[config.mk]
export PLATFORM = sky130hd
export DESIGN_NAME = gelu_tanh_activation
export DESIGN_NICKNAME = d
export VERILOG_FILES = /design/src/rtl/gelu_pkg.sv /design/src/rtl/gelu_tanh_activation.sv
export SDC_FILE = /design/constraint.sdc
export NUM_CORES = 2
export LEC_CHECK = 0
export BUFFER_PORTS_ARGS = -buffer_cell sky130_fd_sc_hd__buf_2
export CAP_MARGIN = 15
export CORE_UTILIZATION = 35
export DETAILED_ROUTE_END_ITERATION = 10
export HOLD_SLACK_MARGIN = 0.05
export MAX_ROUTING_LAYER = met4
export PLACE_DENSITY = 0.47
export SLEW_MARGIN = 20
export SYNTH_ARGS = -nofsm -noshare
export SYNTH_HDL_FRONTEND = slang
export SYNTH_SLANG_ARGS = --single-unit
[constraint.sdc]
create_clock -name clk_i -period 9.7 [get_ports clk_i]
set_input_delay 0.485 -clock clk_i [delete_from_list [all_inputs] [get_ports clk_i]]
set_output_delay 0.485 -clock clk_i [all_outputs]
set_load 0.02 [all_outputs]
[src/rtl/gelu_pkg.sv]
// ----------------------------------------------------------------------------
// gelu_pkg
// Widths, fixed-point constants and the tanh breakpoint table for the GELU
// datapath.
// ----------------------------------------------------------------------------
`default_nettype none

package gelu_pkg;

  localparam int DATA_WIDTH    = 16;
  localparam int FRAC_BITS     = 12;
  localparam int TANH_SEGMENTS = 64;
  localparam int SEG_BITS      = $clog2(TANH_SEGMENTS);
  localparam int ROM_AW        = $clog2(TANH_SEGMENTS + 1);

  localparam int WORK_FRAC = 16;
  localparam int LIMIT_W   = WORK_FRAC + 2;
  localparam int AW_SH     = WORK_FRAC - FRAC_BITS;
  localparam int A2_W      = 2 * LIMIT_W - WORK_FRAC;
  localparam int A3_W      = A2_W + LIMIT_W - WORK_FRAC;
  localparam int KC_W      = 26;
  localparam int KS_W      = 30;
  localparam int K_SH      = 30;
  localparam int C_W       = KC_W + A3_W - K_SH;
  localparam int S_W       = LIMIT_W + 1;
  localparam int U_W       = KS_W + S_W - K_SH;
  localparam int T_W       = WORK_FRAC + 1;
  localparam int F_W       = WORK_FRAC + 2;
  localparam int MAG_W     = DATA_WIDTH + F_W + 1 - (WORK_FRAC + 1);

  localparam logic [KC_W-1:0]      K_CUBE   = KC_W'(48012366);
  localparam logic [KS_W-1:0]      K_SCALE  = KS_W'(856722024);
  localparam logic [T_W-1:0]       WORK_ONE = T_W'(65536);
  localparam logic [63:0]          EXP_ONE  = 64'd16777216;

  typedef logic [WORK_FRAC-1:0] tanh_rom_t [TANH_SEGMENTS+1];

  function automatic logic [63:0] udiv64(input logic [63:0] n, input logic [63:0] d);
    logic [63:0] q;
    logic [64:0] r;
    q = '0;
    r = '0;
    for (int b = 63; b >= 0; b--) begin
      r = {r[63:0], n[b]};
      if (r >= {1'b0, d}) begin
        r    = r - {1'b0, d};
        q[b] = 1'b1;
      end
    end
    return q;
  endfunction

  // tanh(4*i/TANH_SEGMENTS) in Q.16: series for e^g, squared three times
  function automatic tanh_rom_t build_tanh_rom();
    tanh_rom_t   rom;
    logic [63:0] g;
    logic [63:0] term;
    logic [63:0] sum;
    logic [63:0] e;
    logic [63:0] num;
    logic [63:0] den;
    logic [63:0] q;
    for (int i = 0; i <= TANH_SEGMENTS; i++) begin
      g    = (64'(i) << 24) >> SEG_BITS;
      term = EXP_ONE;
      sum  = EXP_ONE;
      for (int k = 1; k <= 20; k++) begin
        term = udiv64((term * g) >> 24, 64'(k));
        sum  = sum + term;
      end
      e = sum;
      for (int k = 0; k < 3; k++) begin
        e = (e * e + (EXP_ONE >> 1)) >> 24;
      end
      den    = e + EXP_ONE;
      num    = ((e - EXP_ONE) << 16) + (den >> 1);
      q      = udiv64(num, den);
      rom[i] = q[WORK_FRAC-1:0];
    end
    return rom;
  endfunction

  localparam tanh_rom_t TANH_ROM = build_tanh_rom();

endpackage

`default_nettype wire

[src/rtl/gelu_tanh_activation.sv]
// ----------------------------------------------------------------------------
// gelu_tanh_activation
// GELU, tanh form, on signed Q4.12 words with a piecewise-linear tanh.
// Throughput: one word per cycle; a nine-stage pipeline with one global
// enable, frozen only while the output register holds an untaken word.
// Reset clears all stage valid bits; the pipeline comes up empty.
// ----------------------------------------------------------------------------
`default_nettype none

module gelu_tanh_activation
  import gelu_pkg::*;
(
  input  wire logic                         clk_i,
  input  wire logic                         rst_ni,
  input  wire logic                         x_valid_i,
  output      logic                         x_ready_o,
  input  wire logic signed [DATA_WIDTH-1:0] x_value_i,
  input  wire logic                         last_in_i,
  output      logic                         y_valid_o,
  input  wire logic                         y_ready_i,
  output      logic signed [DATA_WIDTH-1:0] y_value_o,
  output      logic                         last_out_o
);

  localparam int NST = 9;
  localparam logic [DATA_WIDTH-1:0] BIG_A = DATA_WIDTH'((64'd1 << LIMIT_W) >> AW_SH);

  logic en;

  logic                  vld_q  [NST];
  logic                  last_q [NST];
  logic                  neg_q  [8];
  logic [DATA_WIDTH-1:0] a_q    [7];
  logic                  big_q  [5];

  logic [A2_W-1:0]       a2_q;
  logic [A3_W-1:0]       a3_q;
  logic [S_W-1:0]        s_q;
  logic [U_W-1:0]        u_q;
  logic [WORK_FRAC-1:0]  lo_q, diff_q;
  logic [LIMIT_W-1:0]    w_q;
  logic                  sat_q;
  logic [T_W-1:0]        t_q;
  logic [MAG_W-1:0]      mag_q;
  logic [DATA_WIDTH-1:0] y_q;

  logic                  neg_d;
  logic [DATA_WIDTH-1:0] a_d;
  logic [A2_W-1:0]       a2_d;
  logic [A3_W-1:0]       a3_d;
  logic [S_W-1:0]        s_d;
  logic [U_W-1:0]        u_d;
  logic [WORK_FRAC-1:0]  lo_d, diff_d;
  logic [LIMIT_W-1:0]    w_d;
  logic                  sat_d;
  logic [T_W-1:0]        t_d;
  logic [MAG_W-1:0]      mag_d;
  logic [DATA_WIDTH-1:0] y_d;

  logic [LIMIT_W-1:0]             aw0, aw1, aw2;
  logic [2*LIMIT_W-1:0]           sq;
  logic [A2_W+LIMIT_W-1:0]        cube;
  logic [KC_W+A3_W-1:0]           cprod;
  logic [S_W+KS_W-1:0]            uprod;
  logic [ROM_AW-1:0]              idx;
  logic [WORK_FRAC-1:0]           hi;
  logic [WORK_FRAC+LIMIT_W-1:0]   lprod;
  logic [F_W-1:0]                 factor;
  logic [DATA_WIDTH+F_W:0]        mprod;
  logic [MAG_W-1:0]               mag_c;

  assign en        = !vld_q[NST-1] || y_ready_i;
  assign x_ready_o = en;

  assign aw0 = LIMIT_W'({a_q[0], {AW_SH{1'b0}}});
  assign aw1 = LIMIT_W'({a_q[1], {AW_SH{1'b0}}});
  assign aw2 = LIMIT_W'({a_q[2], {AW_SH{1'b0}}});

  always_comb begin
    neg_d = x_value_i[DATA_WIDTH-1];
    a_d   = neg_d ? (~DATA_WIDTH'(x_value_i) + DATA_WIDTH'(1)) : DATA_WIDTH'(x_value_i);

    sq   = (2*LIMIT_W)'(aw0) * (2*LIMIT_W)'(aw0);
    a2_d = sq[2*LIMIT_W-1:WORK_FRAC];

    cube = (A2_W+LIMIT_W)'(a2_q) * (A2_W+LIMIT_W)'(aw1);
    a3_d = cube[A2_W+LIMIT_W-1:WORK_FRAC];

    cprod = (KC_W+A3_W)'(K_CUBE) * (KC_W+A3_W)'(a3_q);
    s_d   = S_W'(aw2) + S_W'(cprod[KC_W+A3_W-1:K_SH]);

    uprod = (S_W+KS_W)'(K_SCALE) * (S_W+KS_W)'(s_q);
    u_d   = uprod[S_W+KS_W-1:K_SH];

    sat_d  = big_q[4] || u_q[U_W-1];
    idx    = ROM_AW'(u_q[LIMIT_W-1 -: SEG_BITS]);
    lo_d   = TANH_ROM[idx];
    hi     = TANH_ROM[idx + ROM_AW'(1)];
    diff_d = (hi >= lo_d) ? (hi - lo_d) : '0;
    w_d    = {u_q[LIMIT_W-SEG_BITS-1:0], {SEG_BITS{1'b0}}};

    lprod = (WORK_FRAC+LIMIT_W)'(diff_q) * (WORK_FRAC+LIMIT_W)'(w_q);
    t_d   = sat_q ? WORK_ONE
                  : (T_W'(lo_q) + T_W'(lprod[WORK_FRAC+LIMIT_W-1:LIMIT_W]));

    factor = neg_q[6] ? (F_W'(WORK_ONE) - F_W'(t_q)) : (F_W'(WORK_ONE) + F_W'(t_q));
    mprod  = (DATA_WIDTH+F_W+1)'(a_q[6]) * (DATA_WIDTH+F_W+1)'(factor)
           + (DATA_WIDTH+F_W+1)'(WORK_ONE);
    mag_d  = mprod[DATA_WIDTH+F_W:WORK_FRAC+1];

    if (neg_q[7]) begin
      mag_c = (mag_q > MAG_W'(64'd1 << (DATA_WIDTH-1)))
            ? MAG_W'(64'd1 << (DATA_WIDTH-1)) : mag_q;
      y_d   = DATA_WIDTH'(MAG_W'(0) - mag_c);
    end else begin
      mag_c = (mag_q > MAG_W'((64'd1 << (DATA_WIDTH-1)) - 1))
            ? MAG_W'((64'd1 << (DATA_WIDTH-1)) - 1) : mag_q;
      y_d   = DATA_WIDTH'(mag_c);
    end
  end

  always_ff @(posedge clk_i or negedge rst_ni) begin
    if (!rst_ni) begin
      for (int k = 0; k < NST; k++) vld_q[k] <= 1'b0;
    end else if (en) begin
      vld_q[0] <= x_valid_i;
      for (int k = 1; k < NST; k++) vld_q[k] <= vld_q[k-1];
    end
  end

  always_ff @(posedge clk_i) begin
    if (en) begin
      last_q[0] <= last_in_i;
      for (int k = 1; k < NST; k++) last_q[k] <= last_q[k-1];
      neg_q[0] <= neg_d;
      for (int k = 1; k < 8; k++) neg_q[k] <= neg_q[k-1];
      a_q[0] <= a_d;
      for (int k = 1; k < 7; k++) a_q[k] <= a_q[k-1];
      big_q[0] <= (a_d >= BIG_A);
      for (int k = 1; k < 5; k++) big_q[k] <= big_q[k-1];
      a2_q   <= a2_d;
      a3_q   <= a3_d;
      s_q    <= s_d;
      u_q    <= u_d;
      sat_q  <= sat_d;
      lo_q   <= lo_d;
      diff_q <= diff_d;
      w_q    <= w_d;
      t_q    <= t_d;
      mag_q  <= mag_d;
      y_q    <= y_d;
    end
  end

  assign y_valid_o  = vld_q[NST-1];
  assign y_value_o  = y_q;
  assign last_out_o = last_q[NST-1];

endmodule

`default_nettype wire
==> impl_metrics.ini <==
[status]
outcome = complete, but fails checks
violations = DRC

[synthesis]
syn_nets = 7880
synth_cells = 6015
ys_top_cells_by_area = fa_1, ha_1, edfxtp_1
synthArstFlopShare_pct = 2.821
synth_flop_cell = edfxtp_1
yosysSeqAreaShare_pct = 16.22
syn-cell-area_sq_um = 58770
synth-edff-count = 310
synth_common_cells = inv_1, fa_1, ha_1
synth_most_common_cell = inv_1
synth_top_area_cell = fa_1
yosys_warnings = 0
yosys_register_bits = 319
ys_types = 82
synth.avg_cell_area_sq_um = 9.771
netlist.area_leader.share_pct = 33.99

[drt]
wirelength_mm = 147.2
drt-met1-wl_mm = 66.73
vias = 39526
routed-wl-met2_mm = 73.03
final_antenna_net_count = 0
wl_met3_mm = 4.752
via_per_inst = 4.830
firstDrtPassIters = 9
wl_per_cell_um = 17.98
drc = 1
top_layer = met4
drtIter0Drc = 1890

[sta]
post-route-period-util_pct = 89.66
setup_viol = 0
fmax_mhz = 115.0
finalHoldViolations = 0
worst_pin_slew_ns = 1.052
max-slew-margin-rel_pct = 29.72
rsz0062_at_grt = false
drv_slew = 0
fin_setup_tns_ns = 0
fin_crit_ns = 8.697
skew_ns = 0.03635
layout_setup_ws_ns = 1.003

[placed_design]
place_ws_ns = 1.030
io_buffers = 39
hpwl_mm = 120.8
gp_congestion = 0.9217
placed_area_sq_um = 61380

[min_path]
holdCritPathClass = in -> reg
hold-path-endpoint = vld_q[8]
hold_depth = 2
min_from = x_valid_i

[worst_setup_path]
crit_path_max_fanout = 7
start_kind = flop
crit_type = reg -> reg
crit_start = a3_q[7]
crit_path_end_kind = flop
r2r_slack_ns = 1.00
r2r_cells = 30
cp.arrival_ns = 9.03
reg2reg_to = s_q[17]
critPathMaxStageDelay_ns = 0.81
cp_data_required_time_ns = 10.04
slowest_stage = a2111oi_0
timing.rr.start = a3_q[7]
cp_common_cell = ha_1

[grt]
grtUsageTotal_pct = 18.42
grt_remaining_overflow = 0
grt_pass1_wl_mm = 238.3
grt_start_max_net_pins = 154
antenna_found_initial = 2
first_global_vias = 42990

[clocking]
root_buffer = clkbuf_16
clk_pin_slew_worst_paths_ns = 0.06
clockBufferDepth = 3
hold_buffers = 2
cts_setup_buffers = 0
cts.sink_count = 319
cts_tree = yes
worstSkewPairLatency_ns = 0.63
cts_resized = 0
numCtsBuffers = 43
htreeDepth = 2

[final_layout]
antenna_cells = 0
nets = 7813
final_cell_area_sq_um = 62740
post-route-util_pct = 37.56
syn_to_final_growth_pct = 6.753
drive_gt1_share_pct = 3.244

[floorplan]
die_area_sq_um = 169600
core_area_sq_um = 167000
start_util_pct = 35.19
die_h_um = 411.8
die_w_um = 411.8
core.rowCount = 150
top_level_ports = 40

[run]
maxCapViolations = 0
==> flip-flops by register name (all words and copies together) (netlist names) <==
register and count:
s_q 19, vld_q 8, last_q 9, u_q 19, y_valid_o 1, big_q 5, y_value_o 16, diff_q 16
a2_q 20, a3_q 22, neg_q 8, mag_q 18, w_q 12, a_q 112, sat_q 1, lo_q 16
t_q 17
==> metal layers <==
layer  vias up  global-route usage [%]
li1      18815                       -
met1     19937                   23.59
met2       627                   31.69
met3       147                   1.665
met4         0                   3.589
met5         -                       -
==> critical path: cells and delay by family (launching register included) <==
kind                     cells  cell delay, ns
XOR/XNOR                     1            0.24
flip-flops                   1            0.59
AND/OR/NAND/NOR              3            0.38
buffers and inverters        5            0.56
AO/OA/AOI/OAI               12            3.33
adder cells (fa/ha/maj)      9            3.31
==> cell type report <==
type	count	area, sq um
repair buffers	89	588.1
fillers	16955	104300
multi-input cells	4145	43460
well taps	2204	2758
clock buffers	54	1149
flip-flops and latches	319	9534
clock inverters	23	180.2
inverters	1350	5075
==> cell families (layout without fill, tap and decap cells) <==
logic type	after synthesis	after routing	share of synthesized area, %
compound gates	641	641	7.128
xor+xnor	179	179	2.668
fa+ha+maj	1844	1844	52.01
buf+inv	1551	1516	9.919
flops	319	319	16.22
mux	14	14	0.2682
simple gates	1467	1467	11.79
==> cell usage in the layout (no fill, tap or decap), types with 14 or more instances in the layout <==
cell type	n
ha_1	846
nand2_1	664
o31ai_1	22
buf_2	39
nor3_1	57
o211ai_1	19
fa_1	998
a21oi_1	180
nor2_1	202
o21ai_0	132
and3_1	15
o21bai_1	17
edfxtp_1	310
a211oi_1	28
nand4_1	20
nand3_1	54
xor2_1	50
xnor2_1	124
buf_4	47
a21o_1	69
inv_1	1348
o21a_1	27
or2_2	19
a31oi_1	17
and2_1	317
clkbuf_16	44
nor2b_1	36
a311oi_1	14
nand2b_1	30
==> per-stage QoR <==
step,instances,hold slack [ns]
6_report,8184,0.1148
5_1_grt,8184,0.09480
3_5_place_dp,8105,0.3445
4_1_cts,8184,0.06364
3_3_place_gp,8105,0.3446
2_1_floorplan,6015,0.1894
==> worst max-delay path by stage <==
stage,end,slack [ns],cells past startpoint
after floorplan,mag_q[11],1.75,30
final,s_q[17],1.00,30
after global routing,s_q[18],0.54,33
after global placement,s_q[17],1.02,30
after CTS,s_q[17],1.03,30
after detailed placement,s_q[17],1.03,30
Power is left out: the tool's default activity adds up to more than one toggle a clock period on the data nets, which glitch-free logic cannot reach.
